==> config.mk <==
export PLATFORM = sky130hd
export DESIGN_NAME = fastq_quality_record_filter
export DESIGN_NICKNAME = d
export VERILOG_FILES = /design/src/fqf_pkg.sv /design/src/fqf_fifo.sv /design/src/fqf_front.sv /design/src/fqf_back.sv /design/src/fastq_quality_record_filter.sv
export SDC_FILE = /design/constraint.sdc
export NUM_CORES = 1
export LEC_CHECK = 0
export BUFFER_PORTS_ARGS = -buffer_cell sky130_fd_sc_hd__buf_2
export CAP_MARGIN = 40
export CORE_MARGIN = 3
export CORE_UTILIZATION = 56
export CTS_CLUSTER_SIZE = 16
export DETAILED_ROUTE_END_ITERATION = 10
export GPL_TIMING_DRIVEN = 0
export PLACE_DENSITY = 0.75
export SETUP_SLACK_MARGIN = 0.05
export SLEW_MARGIN = 20
export SYNTH_ARGS = -nofsm -noshare
export SYNTH_HDL_FRONTEND = slang
export SYNTH_SLANG_ARGS = --single-unit
==> constraint.sdc <==
create_clock -name clk -period 15.3 [get_ports clk]
set_input_delay 0.765 -clock clk [delete_from_list [all_inputs] [get_ports clk]]
set_output_delay 0.765 -clock clk [all_outputs]
set_load 0.01 [all_outputs]
==> src/fqf_pkg.sv <==
`timescale 1ns / 1ps
`default_nettype none
// ----------------------------------------------------------------------------
// fqf_pkg
// Shared constants for the quality record filter: byte codes, register
// indexes, reset values and field widths.
// ----------------------------------------------------------------------------
package fqf_pkg;

  localparam int MAX_QUAL_DEFAULT   = 1024;
  localparam int FIFO_DEPTH_DEFAULT = 4;

  localparam int THR_W     = 7;
  localparam int RATIO_W   = 15;
  localparam int OUT_CNT_W = 11;
  localparam int TOTAL_W   = 32;
  localparam int CFG_IDX_W = 2;
  localparam int BYTE_W    = 8;

  localparam logic [BYTE_W-1:0]    NEWLINE_BYTE = 8'd10;
  localparam logic [BYTE_W:0]      PHRED_OFFSET = 9'd33;
  localparam int                   PERCENT_Q8   = 25600;
  localparam logic [1:0]           LINE_QUALITY = 2'd3;

  localparam logic [CFG_IDX_W-1:0] CFG_THRESHOLD = 2'd0;
  localparam logic [CFG_IDX_W-1:0] CFG_RATIO     = 2'd1;

  localparam logic [THR_W-1:0]     THRESHOLD_RESET = 7'd20;
  localparam logic [RATIO_W-1:0]   RATIO_RESET     = 15'd20480;

endpackage

`default_nettype wire

==> src/fqf_fifo.sv <==
`timescale 1ns / 1ps
`default_nettype none
// ----------------------------------------------------------------------------
// fqf_fifo
// Small register queue between the byte front end and the verdict back end.
// ----------------------------------------------------------------------------
module fqf_fifo #(
  parameter int WIDTH = 22,
  parameter int DEPTH = 4
) (
  input  wire logic             clk,
  input  wire logic             rst,
  input  wire logic             wr_valid,
  output logic                  wr_ready,
  input  wire logic [WIDTH-1:0] wr_data,
  output logic                  rd_valid,
  input  wire logic             rd_ready,
  output logic      [WIDTH-1:0] rd_data
);

  localparam int PTR_W = (DEPTH > 1) ? $clog2(DEPTH) : 1;
  localparam int CNT_W = $clog2(DEPTH + 1);
  localparam logic [PTR_W-1:0] PTR_LAST = PTR_W'(DEPTH - 1);
  localparam logic [CNT_W-1:0] CNT_FULL = CNT_W'(DEPTH);

  logic [WIDTH-1:0] mem [DEPTH];
  logic [PTR_W-1:0] wr_ptr;
  logic [PTR_W-1:0] rd_ptr;
  logic [CNT_W-1:0] count;
  logic             wr_fire;
  logic             rd_fire;

  assign wr_ready = (count != CNT_FULL);
  assign rd_valid = (count != '0);
  assign rd_data  = mem[rd_ptr];
  assign wr_fire  = wr_valid && wr_ready;
  assign rd_fire  = rd_valid && rd_ready;

  always_ff @(posedge clk) begin
    if (wr_fire) begin
      mem[wr_ptr] <= wr_data;
    end
  end

  always_ff @(posedge clk) begin
    if (rst) begin
      wr_ptr <= '0;
      rd_ptr <= '0;
      count  <= '0;
    end else begin
      if (wr_fire) begin
        wr_ptr <= (wr_ptr == PTR_LAST) ? '0 : wr_ptr + 1'b1;
      end
      if (rd_fire) begin
        rd_ptr <= (rd_ptr == PTR_LAST) ? '0 : rd_ptr + 1'b1;
      end
      if (wr_fire && !rd_fire) begin
        count <= count + 1'b1;
      end else if (rd_fire && !wr_fire) begin
        count <= count - 1'b1;
      end
    end
  end

endmodule

`default_nettype wire

==> src/fqf_front.sv <==
`timescale 1ns / 1ps
`default_nettype none
// ----------------------------------------------------------------------------
// fqf_front
// Byte front end: tracks the line phase and counts quality characters,
// pushing one record of counts at the newline that ends a quality line.
// ----------------------------------------------------------------------------
module fqf_front #(
  parameter int MAX_QUAL = fqf_pkg::MAX_QUAL_DEFAULT
) (
  input  wire logic                              clk,
  input  wire logic                              rst,
  input  wire logic                              text_valid,
  output logic                                   text_ready,
  input  wire logic [fqf_pkg::BYTE_W-1:0]        text_byte,
  input  wire logic [fqf_pkg::THR_W-1:0]         threshold,
  output logic                                   push_valid,
  input  wire logic                              push_ready,
  output logic [2*$clog2(MAX_QUAL+1)-1:0]        push_data
);
  import fqf_pkg::*;

  localparam int CNT_W = $clog2(MAX_QUAL + 1);
  localparam logic [CNT_W-1:0] CNT_MAX = CNT_W'(MAX_QUAL);

  logic [1:0]       line_phase;
  logic [CNT_W-1:0] good_count;
  logic [CNT_W-1:0] char_count;
  logic             accept;
  logic             is_newline;
  logic             is_good;
  logic             on_quality;

  assign text_ready = push_ready;
  assign accept     = text_valid && text_ready;
  assign is_newline = (text_byte == NEWLINE_BYTE);
  assign on_quality = (line_phase == LINE_QUALITY);
  assign is_good    = ({1'b0, text_byte} > ({2'b00, threshold} + PHRED_OFFSET));
  assign push_valid = accept && is_newline && on_quality;
  assign push_data  = {good_count, char_count};

  always_ff @(posedge clk) begin
    if (rst) begin
      line_phase <= '0;
      good_count <= '0;
      char_count <= '0;
    end else if (accept) begin
      if (is_newline) begin
        if (on_quality) begin
          line_phase <= '0;
          good_count <= '0;
          char_count <= '0;
        end else begin
          line_phase <= line_phase + 1'b1;
        end
      end else if (on_quality && (char_count < CNT_MAX)) begin
        char_count <= char_count + 1'b1;
        if (is_good) begin
          good_count <= good_count + 1'b1;
        end
      end
    end
  end

  a_counts_bounded: assert property (@(posedge clk) disable iff (rst)
    (char_count <= CNT_MAX) && (good_count <= char_count))
    else $error("quality counts out of bounds");

  a_clear_after_push: assert property (@(posedge clk) disable iff (rst)
    push_valid |=> (line_phase == '0) && (char_count == '0) && (good_count == '0))
    else $error("counts not cleared after record push");

  a_push_only_quality: assert property (@(posedge clk) disable iff (rst)
    (accept && is_newline && !on_quality) |=> (line_phase == $past(line_phase) + 2'd1))
    else $error("line phase did not advance");

endmodule

`default_nettype wire

==> src/fqf_back.sv <==
`timescale 1ns / 1ps
`default_nettype none
// ----------------------------------------------------------------------------
// fqf_back
// Verdict back end: multiplies the record counts, compares, updates the
// saturating totals and holds the result in an output register.
// ----------------------------------------------------------------------------
module fqf_back #(
  parameter int MAX_QUAL = fqf_pkg::MAX_QUAL_DEFAULT
) (
  input  wire logic                              clk,
  input  wire logic                              rst,
  input  wire logic                              rec_valid,
  output logic                                   rec_ready,
  input  wire logic [2*$clog2(MAX_QUAL+1)-1:0]   rec_data,
  input  wire logic [fqf_pkg::RATIO_W-1:0]       ratio,
  output logic                                   result_valid,
  input  wire logic                              result_ready,
  output logic                                   record_passed,
  output logic [fqf_pkg::OUT_CNT_W-1:0]          good_bases,
  output logic [fqf_pkg::OUT_CNT_W-1:0]          quality_length,
  output logic [fqf_pkg::TOTAL_W-1:0]            records_seen,
  output logic [fqf_pkg::TOTAL_W-1:0]            records_kept
);
  import fqf_pkg::*;

  localparam int CNT_W  = $clog2(MAX_QUAL + 1);
  localparam int PROD_W = CNT_W + RATIO_W;
  localparam int PAD_W  = CNT_W + OUT_CNT_W;

  logic              s1_valid;
  logic [PROD_W-1:0] prod_good;
  logic [PROD_W-1:0] prod_ratio;
  logic [CNT_W-1:0]  s1_good;
  logic [CNT_W-1:0]  s1_len;
  logic              s1_adv;
  logic              rec_fire;
  logic              pass;
  logic [PAD_W-1:0]  good_pad;
  logic [PAD_W-1:0]  len_pad;
  logic [TOTAL_W-1:0] seen_next;
  logic [TOTAL_W-1:0] kept_next;

  assign s1_adv    = s1_valid && (!result_valid || result_ready);
  assign rec_ready = !s1_valid || s1_adv;
  assign rec_fire  = rec_valid && rec_ready;
  assign pass      = (s1_len != '0) && (prod_good > prod_ratio);
  assign good_pad  = {{OUT_CNT_W{1'b0}}, s1_good};
  assign len_pad   = {{OUT_CNT_W{1'b0}}, s1_len};
  assign seen_next = (records_seen == '1) ? records_seen : records_seen + 1'b1;
  assign kept_next = (records_kept == '1) ? records_kept : records_kept + 1'b1;

  always_ff @(posedge clk) begin
    if (rec_fire) begin
      s1_good    <= rec_data[2*CNT_W-1:CNT_W];
      s1_len     <= rec_data[CNT_W-1:0];
      prod_good  <= PROD_W'(rec_data[2*CNT_W-1:CNT_W]) * PROD_W'(PERCENT_Q8);
      prod_ratio <= PROD_W'(ratio) * PROD_W'(rec_data[CNT_W-1:0]);
    end
    if (s1_adv) begin
      record_passed  <= pass;
      good_bases     <= good_pad[OUT_CNT_W-1:0];
      quality_length <= len_pad[OUT_CNT_W-1:0];
    end
  end

  always_ff @(posedge clk) begin
    if (rst) begin
      s1_valid     <= 1'b0;
      result_valid <= 1'b0;
      records_seen <= '0;
      records_kept <= '0;
    end else begin
      if (rec_fire) begin
        s1_valid <= 1'b1;
      end else if (s1_adv) begin
        s1_valid <= 1'b0;
      end
      if (s1_adv) begin
        result_valid <= 1'b1;
        records_seen <= seen_next;
        if (pass) begin
          records_kept <= kept_next;
        end
      end else if (result_ready) begin
        result_valid <= 1'b0;
      end
    end
  end

  a_kept_le_seen: assert property (@(posedge clk) disable iff (rst)
    records_kept <= records_seen)
    else $error("kept total exceeds seen total");

  a_totals_hold: assert property (@(posedge clk) disable iff (rst)
    !s1_adv |=> $stable(records_seen) && $stable(records_kept))
    else $error("totals changed without a record");

  a_pass_reported: assert property (@(posedge clk) disable iff (rst)
    (s1_adv && pass) |=> record_passed && result_valid)
    else $error("passing verdict not reported");

endmodule

`default_nettype wire

==> src/fastq_quality_record_filter.sv <==
`timescale 1ns / 1ps
`default_nettype none
// ----------------------------------------------------------------------------
// fastq_quality_record_filter
// FASTQ quality line filter: one verdict and running totals per record.
// ----------------------------------------------------------------------------
// result: the record pushed at the newline that ends a quality line passes
//   queue write, multiply stage and output register; one result per cycle at most
// throughput: one text byte per cycle while the record queue is not full
// reset: line phase, counts, queue and totals clear; score threshold
//   returns to 20 and ratio to 20480; no clearing pass
module fastq_quality_record_filter #(
  parameter int MAX_QUAL   = fqf_pkg::MAX_QUAL_DEFAULT,
  parameter int FIFO_DEPTH = fqf_pkg::FIFO_DEPTH_DEFAULT
) (
  input  wire logic                              clk,
  input  wire logic                              rst,
  input  wire logic                              cfg_valid,
  output logic                                   cfg_ready,
  input  wire logic [fqf_pkg::CFG_IDX_W-1:0]     cfg_index,
  input  wire logic [fqf_pkg::RATIO_W-1:0]       cfg_data,
  input  wire logic                              text_valid,
  output logic                                   text_ready,
  input  wire logic [fqf_pkg::BYTE_W-1:0]        text_byte,
  output logic                                   result_valid,
  input  wire logic                              result_ready,
  output logic                                   record_passed,
  output logic [fqf_pkg::OUT_CNT_W-1:0]          good_bases,
  output logic [fqf_pkg::OUT_CNT_W-1:0]          quality_length,
  output logic [fqf_pkg::TOTAL_W-1:0]            records_seen,
  output logic [fqf_pkg::TOTAL_W-1:0]            records_kept
);
  import fqf_pkg::*;

  localparam int CNT_W = $clog2(MAX_QUAL + 1);
  localparam int REC_W = 2 * CNT_W;

  logic [THR_W-1:0]   score_threshold;
  logic [RATIO_W-1:0] ratio_percent_q8;
  logic               push_valid;
  logic               push_ready;
  logic [REC_W-1:0]   push_data;
  logic               rec_valid;
  logic               rec_ready;
  logic [REC_W-1:0]   rec_data;

  assign cfg_ready = 1'b1;

  always_ff @(posedge clk) begin
    if (rst) begin
      score_threshold  <= THRESHOLD_RESET;
      ratio_percent_q8 <= RATIO_RESET;
    end else if (cfg_valid && cfg_ready) begin
      case (cfg_index)
        CFG_THRESHOLD: score_threshold  <= cfg_data[THR_W-1:0];
        CFG_RATIO:     ratio_percent_q8 <= cfg_data;
        default: begin
        end
      endcase
    end
  end

  fqf_front #(
    .MAX_QUAL (MAX_QUAL)
  ) u_front (
    .clk        (clk),
    .rst        (rst),
    .text_valid (text_valid),
    .text_ready (text_ready),
    .text_byte  (text_byte),
    .threshold  (score_threshold),
    .push_valid (push_valid),
    .push_ready (push_ready),
    .push_data  (push_data)
  );

  fqf_fifo #(
    .WIDTH (REC_W),
    .DEPTH (FIFO_DEPTH)
  ) u_fifo (
    .clk      (clk),
    .rst      (rst),
    .wr_valid (push_valid),
    .wr_ready (push_ready),
    .wr_data  (push_data),
    .rd_valid (rec_valid),
    .rd_ready (rec_ready),
    .rd_data  (rec_data)
  );

  fqf_back #(
    .MAX_QUAL (MAX_QUAL)
  ) u_back (
    .clk            (clk),
    .rst            (rst),
    .rec_valid      (rec_valid),
    .rec_ready      (rec_ready),
    .rec_data       (rec_data),
    .ratio          (ratio_percent_q8),
    .result_valid   (result_valid),
    .result_ready   (result_ready),
    .record_passed  (record_passed),
    .good_bases     (good_bases),
    .quality_length (quality_length),
    .records_seen   (records_seen),
    .records_kept   (records_kept)
  );

endmodule

`default_nettype wire

# Yosys cells after proc, flatten, opt, wreduce, memory -nomap -nowiden
# Memory sizes are Yosys's and may differ from the RTL's. A register that Yosys moved wholly into a read port is not among the register bits.
# Index checks and enable logic that the tools add are counted.
# Widths: inputs -> output; s select.
dict set report totals {
  regBits 206
  latchBits 0
  ramBits 88
  romBits 0
  in_bits 30
  output_inout_bits 90
  word_cells 96
  mem_count 1
}
dict set report classes {
  n_addsub 10
  mul 2
  div_mod_pow 0
  magnitude_cmp 3
  n_eq_ne 9
  n_shift 0
  n_mux 19
  n_bitwise 2
  reduce_logical 31
}
# memory words word_bits read_ports rd_ports_with_merged_regs write_ports line_no
set memory_table {}
lappend memory_table {u_fifo.mem 4 22 1 1 1 fqf_fifo.sv:26} ;# logic [WIDTH-1:0] mem [DEPTH];
# operator count
set op_table {}
lappend op_table {{$mux 11} 6}
lappend op_table {{$add 32x1->32 const B} 2}
lappend op_table {{$eq 32x32->1 const B} 2}
lappend op_table {{$gt 26x26->1} 1}
lappend op_table {{$mul 15x11->26} 1}
lappend op_table {{$add 11x1->11 const B} 2}
lappend op_table {{$mul 11x5->16 const B} 1}
lappend op_table {{$lt 11x11->1 const B} 1}
lappend op_table {{$reduce_bool 11->1} 1}
lappend op_table {{$logic_and 1x1->1} 10}
lappend op_table {{$mux 2} 5}
lappend op_table {{$reduce_bool 2->1} 5}
lappend op_table {{$gt 8x9->1} 1}
lappend op_table {{$add 7x6->8 const B} 1}
lappend op_table {{$eq 8x4->1 const B} 1}
lappend op_table {{$reduce_and 2->1} 4}
lappend op_table {{$add 2x1->2 const B} 3}
lappend op_table {{$eq 2x2->1 const B} 3}
lappend op_table {{$mux 1} 6}
lappend op_table {{$mux 3} 2}
lappend op_table {{$reduce_and 3->1} 2}
lappend op_table {{$logic_not 1->1} 4}
lappend op_table {{$reduce_and 4->1} 1}
lappend op_table {{$add 3x1->3 const B} 1}
lappend op_table {{other kinds (8)} 10}

# Longest topological paths before layout
# Gate-level depths: netlist of the first run.
dict set report depth {
  word_depth 9
  mapped_depth 24
  mapped_depth_nobuf 22
}

# Cells and area by module
# Synthesis of the first run repeated with hierarchy kept, for this count alone.
dict set report unflattened {
  hier_cells 1700
  hier_area_um2 18490.2
}
# module instances cells_per_inst area_each_um2 seq_area_each_um2
set by_module_without_submodules {}
lappend by_module_without_submodules {fqf_back 1 1258 12305.6 3843.7}
lappend by_module_without_submodules {fqf_fifo 1 162 3644.7 2822.7}
lappend by_module_without_submodules {fqf_front 1 184 1561.5 480.5}
lappend by_module_without_submodules {fastq_quality_record_filter 1 96 978.4 440.4}

# Worst setup path after synthesis of the first run
# OpenSTA, ideal clock, no wires.
dict set report synth_timing {
  path_type {register -> register}
  from {reg (tool-made name)}
  to {reg u_back.prod_ratio[24], data pin}
  setup_ps 258
  t_arrival_ps 6409
  required_time_ps 15042
  path_slack_ps 8634
  path_stages_with_launch 22
  path_buffers 2
  period_less_slack_ps 6666
  path_cell_list {dfxtp_1 > buf_1 > mux4_2 > clkbuf_1 > and2_1 > fa_1 > fa_1 > fa_1 > fa_1 > inv_1 > fa_1 > inv_1 > ha_1 > a21oi_1 > o21ai_0 > nor2b_1 > a21oi_1 > o31ai_1 > o41ai_1 > o2111ai_1 > a21oi_1 > xnor2_1}
}
# element line_no
set synth_lines {}
lappend synth_lines {{to (signal assigned)} fqf_back.sv:58} ;# prod_ratio <= PROD_W'(ratio) * PROD_W'(rec_data[CNT_W-1:0]);
lappend synth_lines {{to (decl)} fqf_back.sv:33} ;# logic [PROD_W-1:0] prod_ratio;

==> impl_metrics.env, run 1 <==
export IMPL_synth_top_area_share_pct=28.56
export IMPL_drive_above_1_share_pct=12.49
export IMPL_drv_slew=0
export IMPL_min_from="u_back.s1_good[5]$_DFFE_PP_"
export IMPL_h_tree_depth=1
export IMPL_wl_per_cell_um=17.62
export IMPL_drc=0
export IMPL_worst_slew_pin_slew_ns=0.8415
export IMPL_fillers=2481
export IMPL_synth_most_common_cell="inv_1"
export IMPL_peakVddDrop_uv=233.2
export IMPL_ys_flop_type="edfxtp_1"
export IMPL_cts_buffer_depth=3
export IMPL_dieArea_um2=34490
export IMPL_final_nets=2115
export IMPL_cts_root_buf="clkbuf_16"
export IMPL_pwr_share_seq_pct=23.5
export IMPL_p_leak_nw=8.903
export IMPL_p_comb_share_pct=61.2
export IMPL_grt_pass1_wl_um=63810
export IMPL_fp_dieW_um=185.7
export IMPL_grt_max_degree=30
export IMPL_fin_skew_ns=0.04490
export IMPL_fin_tns_setup_ns=0
export IMPL_die_h_um=185.7
export IMPL_rsz0062_at_grt="no"
export IMPL_ys_seq_elements=293
export IMPL_clk_pin_slew_ns=0.06
export IMPL_cp_slowest_cell="o41ai_1"
export IMPL_synth_top_cell_by_area="edfxtp_1"
export IMPL_synth_async_sr_flop_share_pct=0
export IMPL_reg2reg_slack_ns=7.79
export IMPL_num_vias=12426
export IMPL_setup_viol=0
export IMPL_yosys_top_cells_area="edfxtp_1, fa_1, dfxtp_1, ha_1, inv_1"
export IMPL_synth_warnings=0
export IMPL_post_dp_hpwl_um=29440
export IMPL_grt_util_all_layers_pct=23.35
export IMPL_post_cts_buffers=0
export IMPL_cts_tree="yes"
export IMPL_p_total_w=0.005120
export IMPL_clock_power_share_pct=15.3
export IMPL_relSlewSlack_pct=43.90
export IMPL_rows=65
export IMPL_grt_pass1_vias=12639
export IMPL_post_route_min_period_ns=7.510
export IMPL_postCtsHoldBufs=0
export IMPL_grt_remaining_overflow=0
export IMPL_cp_start_kind="flop"
export IMPL_areaGrowthSynthToFinish_pct=12.67
export IMPL_synthCells=1670
export IMPL_drt_wl_total_um=39670
export IMPL_cap_viol_max_count=0
export IMPL_synth_edff_count=172
export IMPL_status="finished clean"
export IMPL_fin_crit_sh_pct=49.08
export IMPL_globalplace_congestion=0.8886
export IMPL_fmax_mhz=133.2
export IMPL_avgSynthCellArea_um2=10.83
export IMPL_worstSetupPathType="reg2reg"
export IMPL_p_sw_share_pct=42.88
export IMPL_post_cts_resize_count=0
export IMPL_io_buffer_count=118
export IMPL_start_util_pct=57.02
export IMPL_hold_violations=0
export IMPL_cts_made_buffers=30
export IMPL_worst_path_most_repeated_cell="fa_1"
export IMPL_diodes=0
export IMPL_ys_seq_area_share_pct=41.95
export IMPL_netSwitchingPower_w=0.002195
export IMPL_synth_distinct_cells=67
export IMPL_power_density_nw_per_um2=251.3
export IMPL_internal_power_w=0.002925
export IMPL_worstPathCellList="clkbuf_1 -> mux4_2 -> buf_1 -> nand2_1 -> fa_1 -> fa_1 -> fa_1 -> inv_1 -> fa_1 -> inv_1 -> fa_1 -> inv_1 -> ha_1 -> a21oi_1 -> o21ai_0 -> nor2b_1 -> a21oi_1 -> o31ai_1 -> o41ai_1 -> o2111ai_1 -> a21oi_1 -> xnor2_1"
export IMPL_via_per_inst=5.520
export IMPL_crit_path_end_kind="flop"
export IMPL_syn_num_nets=1960
export IMPL_insertion_delay_ns=0.58
export IMPL_ios=120
export IMPL_syn_area_um2=18080
export IMPL_antenna_found_initial=0
export IMPL_crit_path_max_fanout=10
export IMPL_drt_iter0_drc=899
export IMPL_drt_pass1_iter_count=5
export IMPL_numClockSinks=293
export IMPL_yosys_top_cells_count="inv_1, edfxtp_1, nand2_1"
export IMPL_coreArea_um2=31720
export IMPL_critPathArrivalTime_ns=7.85
export IMPL_critPathMaxStageDelay_ns=0.64
export IMPL_hold_class="reg2reg"
export IMPL_postRouteAntennaNets=0
export IMPL_cp_required_ns=15.64
==> worst paths after layout <==
check                                    end  depth (start not counted)
min           u_back.good_bases[5]$_DFFE_PP_                          0
max reg2reg  u_back.prod_ratio[24]$_DFFE_PP_                         22
max          u_back.prod_ratio[24]$_DFFE_PP_                         22
min reg2reg   u_back.good_bases[5]$_DFFE_PP_                          0
==> placed cells by master, fill, tap and decap left out, types with 32 or more instances in the layout <==
cell type / netlist / routed
inv_1: 217 / 216
edfxtp_1: 172 / 172
nand2_1: 166 / 166
ha_1: 137 / 137
fa_1: 123 / 123
dfxtp_1: 121 / 121
nor2_1: 119 / 119
buf_2: 1 / 119
and2_1: 84 / 84
a21oi_1: 61 / 60
xor2_1: 55 / 55
clkbuf_1: 48 / 53
xnor2_1: 40 / 40
nand3_1: 38 / 38
clkbuf_16: 0 / 32
==> power groups by stage <==
stage	registers [W]	clock network (W)	logic [W]
final	0.00120	0.000782	0.00314
after global routing	0.00122	0.000823	0.00352
after CTS	0.00120	0.000792	0.00311
after detailed placement	0.00122	0	0.00305
after global placement	0.00123	0	0.00292
after floorplan	0.00123	0	0.00229
==> sequential cells by signal, indices dropped and copies added, names as in the netlist, 2 cells and up, named ones only <==
name,count
u_fifo.count,3
u_front.char_count,11
score_threshold,7
u_fifo.mem,88
u_back.s1_good,11
u_back.prod_ratio,26
u_front.good_count,11
u_back.quality_length,11
u_back.good_bases,11
u_fifo.wr_ptr,2
u_fifo.rd_ptr,2
u_back.prod_good,13
u_back.records_kept,32
u_front.line_phase,2
ratio_percent_q8,15
u_back.records_seen,32
u_back.s1_len,11
==> metal layers <==
metal / track usage (%) / vias to the layer above / wire, um
met5: 0 / - / 0
met4: 5.868 / 0 / 922
met3: 3.381 / 70 / 2128
met2: 41.00 / 325 / 20120
met1: 30.74 / 6137 / 16500
li1: - / 5894 / -
==> layout make-up <==
| type | count | area [um2] | share of cell area [%] |
|---|---|---|---|
| multi-input cells | 1103 | 9457 | 46.41 |
| flip-flops and latches | 293 | 7587 | 37.24 |
| clock buffers | 42 | 888.4 | 4.360 |
| inverters | 217 | 814.5 | 3.998 |
| repair buffers | 123 | 686.9 | 3.371 |
| well taps | 402 | 503.0 | 2.469 |
| plain buffers | 57 | 241.5 | 1.185 |
| clock inverters | 14 | 197.7 | 0.9702 |
==> worst max-delay path: cells and delay by family (launching register included) <==
kind            cells  cell delay [ns]
simple gates        2             0.33
buf+inv             5             1.16
compound gates      7             1.75
fa+ha+maj           6             2.92
xor+xnor            1             0.21
flops               1             0.40
mux                 1             0.48
==> through the flow <==
stage	hold slack, ns	utilization, %	setup WS (ns)	cells	area, um2
global placement	0.4049	60.47	7.578	2190	19180
CTS	0.4120	64.21	7.568	2250	20360
global route	0.4204	64.24	7.228	2251	20380
finish	0.4215	64.24	7.790	2251	20380
floorplan	0.4003	-	8.634	1670	18080
detailed placement	0.4079	60.78	7.619	2194	19280
==> logic make-up after synthesis <==
logic type / count (synthesis) / synth area share (%)
and+or+nand+nor: 565 / 15.71
DFF: 293 / 41.95
buffers and inverters: 274 / 5.839
adders and majority gates: 260 / 23.09
AOI/OAI and AO/OA: 139 / 4.795
xor gates and xnor gates: 95 / 4.601
muxes: 43 / 3.985
other: 1 / 0.02074
Power figures use the tool's default switching activity.
==> run 2, diff against run 1 <==
PLACE_DENSITY = 0.78   (was 0.75)
clock period = 6.1 ns   (was 15.3 ns; I/O delays follow)
==> run 2 against run 1 <==
Against the previous run: the flow now finishes with violations (setup timing); fmax increased by 23%; critical path depth unchanged; die area stayed put; clock skew shrank 0.034 ns; register-to-register slack worse by 7.8 ns; sequential cell count unchanged; count of clock-buffer cells in the layout is 9 lower; global-route usage rose by 0.72 points.
==> impl_metrics.env, run 2 (synthesized netlist as in run 1, its figures left out) <==
export IMPL_cap_viol_max_count=0
export IMPL_drt_pass1_iter_count=5
export IMPL_multiInputGateArea_um2=9789
export IMPL_cp_start_kind="flop"
export IMPL_gr_usage_met2_pct=42.12
export IMPL_cp_required_ns=6.45
export IMPL_start_util_pct=57.02
export IMPL_fin_area_um2=21140
export IMPL_rsz0062_at_grt="yes"
export IMPL_fp_dieW_um=185.7
export IMPL_cts_root_buf="clkbuf_16"
export IMPL_dieArea_um2=34490
export IMPL_final_cell_mix="inv_1, edfxtp_1, nand2_1"
export IMPL_drv_slew=0
export IMPL_reg_largest_list="u_fifo.mem (88), u_back.records_kept (32), u_back.records_seen (32)"
export IMPL_drt_wl_total_um=41530
export IMPL_fin_skew_ns=0.01110
export IMPL_grt_pass1_vias=13356
export IMPL_top_usage_layer="met2"
export IMPL_fmax_mhz=163.3
export IMPL_die_h_um=185.7
export IMPL_r2r_end="u_back.prod_ratio[24]$_DFFE_PP_"
export IMPL_rows=65
export IMPL_drive_above_1_share_pct=17.07
export IMPL_antenna_found_initial=1
export IMPL_cts_made_buffers=29
export IMPL_critPathArrivalTime_ns=6.47
export IMPL_final_nets=2154
export IMPL_use_met1_pct=30.84
export IMPL_via_per_inst=5.653
export IMPL_fillers=2272
export IMPL_clk_pin_slew_ns=0.06
export IMPL_globalplace_congestion=0.8576
export IMPL_areaGrowthSynthToFinish_pct=16.92
export IMPL_status="finished, violations left"
export IMPL_h_tree_depth=1
export IMPL_hold_violations=0
export IMPL_grt_max_degree=30
export IMPL_r2r_cells=22
export IMPL_crit_path_max_fanout=7
export IMPL_cts_buffer_depth=3
export IMPL_grt_pass1_wl_um=66470
export IMPL_met3_usage_pct=3.615
export IMPL_drt_iter0_drc=882
export IMPL_wl_per_cell_um=18.15
export IMPL_setup_ws_ns=-0.02240
export IMPL_post_dp_hpwl_um=29420
export IMPL_diodes=0
export IMPL_violations="setup timing"
export IMPL_crit_path_end_kind="flop"
export IMPL_final_common_cell="inv_1"
export IMPL_post_route_min_period_ns=6.122
export IMPL_worst_slew_pin_slew_ns=0.7657
export IMPL_crit_end="u_back.prod_ratio[24]$_DFFE_PP_"
export IMPL_top_register="u_fifo.mem"
export IMPL_coreArea_um2=31720
export IMPL_fin_crit_sh_pct=100.4
export IMPL_cts_tree="yes"
export IMPL_num_vias=12935
export IMPL_dpl_instance_area_um2=19320
export IMPL_setup_viol=1
export IMPL_reg2reg_slack_ns=-0.02
export IMPL_postRouteAntennaNets=0
export IMPL_io_buffer_count=118
export IMPL_drc=0
export IMPL_largest_reg_flops=88
export IMPL_hold_class="in2reg"
export IMPL_grt_util_all_layers_pct=24.07
export IMPL_worstSetupPathType="reg2reg"
export IMPL_insertion_delay_ns=0.56
export IMPL_grt_remaining_overflow=0
export IMPL_ios=120
export IMPL_regArea_um2=7592
export IMPL_numClockSinks=293
export IMPL_relSlewSlack_pct=48.96
-- run 2: cell count changes in the layout (fill, tap and decap cells not counted), sizes merged --
cell | previous run | this run
buf | 132 | 164
clkbuf | 90 | 79
dlygate4sd3 | 0 | 10
clkinvlp | 1 | 7
clkinv | 8 | 5
bufinv | 4 | 6
inv | 218 | 219
-- run 2: area by class of cell --
cell class | instances | share of cell area, %
clock buffers | 33 | 3.598
repair buffers | 163 | 4.900
flip-flops and latches | 293 | 35.91
multi-input cells | 1103 | 46.30
clock inverters | 20 | 1.361
plain buffers | 57 | 1.704
well taps | 402 | 2.379
inverters | 217 | 3.852
-- run 2: per-layer routing --
| layer | share of wire, % | vias up |
|---|---|---|
| met5 | 0.017 | - |
| met4 | 3.7 | 2 |
| met3 | 6.4 | 110 |
| met2 | 50 | 457 |
| met1 | 40 | 6385 |
| li1 | - | 5981 |
-- run 2: worst min path at each step --
stage                                       startpoint                                to  slack [ns]  cells after the start
after global placement    u_back.s1_good[10]$_DFFE_PP_   u_back.good_bases[10]$_DFFE_PP_        0.41                      0
after CTS                                  cfg_data[3]  ratio_percent_q8[3]$_SDFFE_PP0P_        0.02                      3
after global routing                       cfg_data[1]  ratio_percent_q8[1]$_SDFFE_PP0P_        0.03                      3
final                                      cfg_data[1]  ratio_percent_q8[1]$_SDFFE_PP0P_        0.03                      3
after detailed placement  u_back.s1_good[10]$_DFFE_PP_   u_back.good_bases[10]$_DFFE_PP_        0.41                      0
after floorplan           u_back.s1_good[10]$_DFFE_PP_   u_back.good_bases[10]$_DFFE_PP_        0.40                      0
-- run 2: metrics by stage --
step	utilization, %	TNS [ns]	hold WS [ns]	instances	worst slack (ns)
floorplan	-	0	0.4003	1670	0.06925
global placement	60.59	-6.215	0.4065	2190	-0.8514
detailed placement	60.90	-4.232	0.4089	2193	-0.8246
CTS	65.95	0	0.02483	2281	0.05078
global route	66.66	-1.309	0.03120	2288	-0.2623
finish	66.66	-0.02240	0.03109	2288	-0.02240
-- run 2: what timing repair did --
action / 4_1_cts / 5_1_grt
hold endpoints to repair: 12 / 0
endpoints found under the setup margin: 12 / 7
resized for setup: 49 / 46
hold buffers: 10 / 0
pin swaps: 35 / 27
buffers inserted: 25 / 7
-- run 2: worst max-delay path: stages (launching register included) --
cell and delay (ns):
dfxtp_4 0.39, buf_12 0.14, mux4_2 0.60, clkbuf_16 0.21, nand2_1 0.08, fa_1 0.44
fa_1 0.52, inv_1 0.06, fa_1 0.50, fa_1 0.54, inv_1 0.05, fa_1 0.52
inv_2 0.05, ha_4 0.32, nand2_4 0.07, o21ai_2 0.18, nor2b_4 0.19, a21oi_4 0.05
o31ai_4 0.26, o41ai_4 0.11, o2111ai_1 0.24, a21oi_1 0.12, xnor2_1 0.27
Power of run 2 is not shown: default switching activity piles up to over one toggle a cycle in this logic, so the estimate is an artifact.
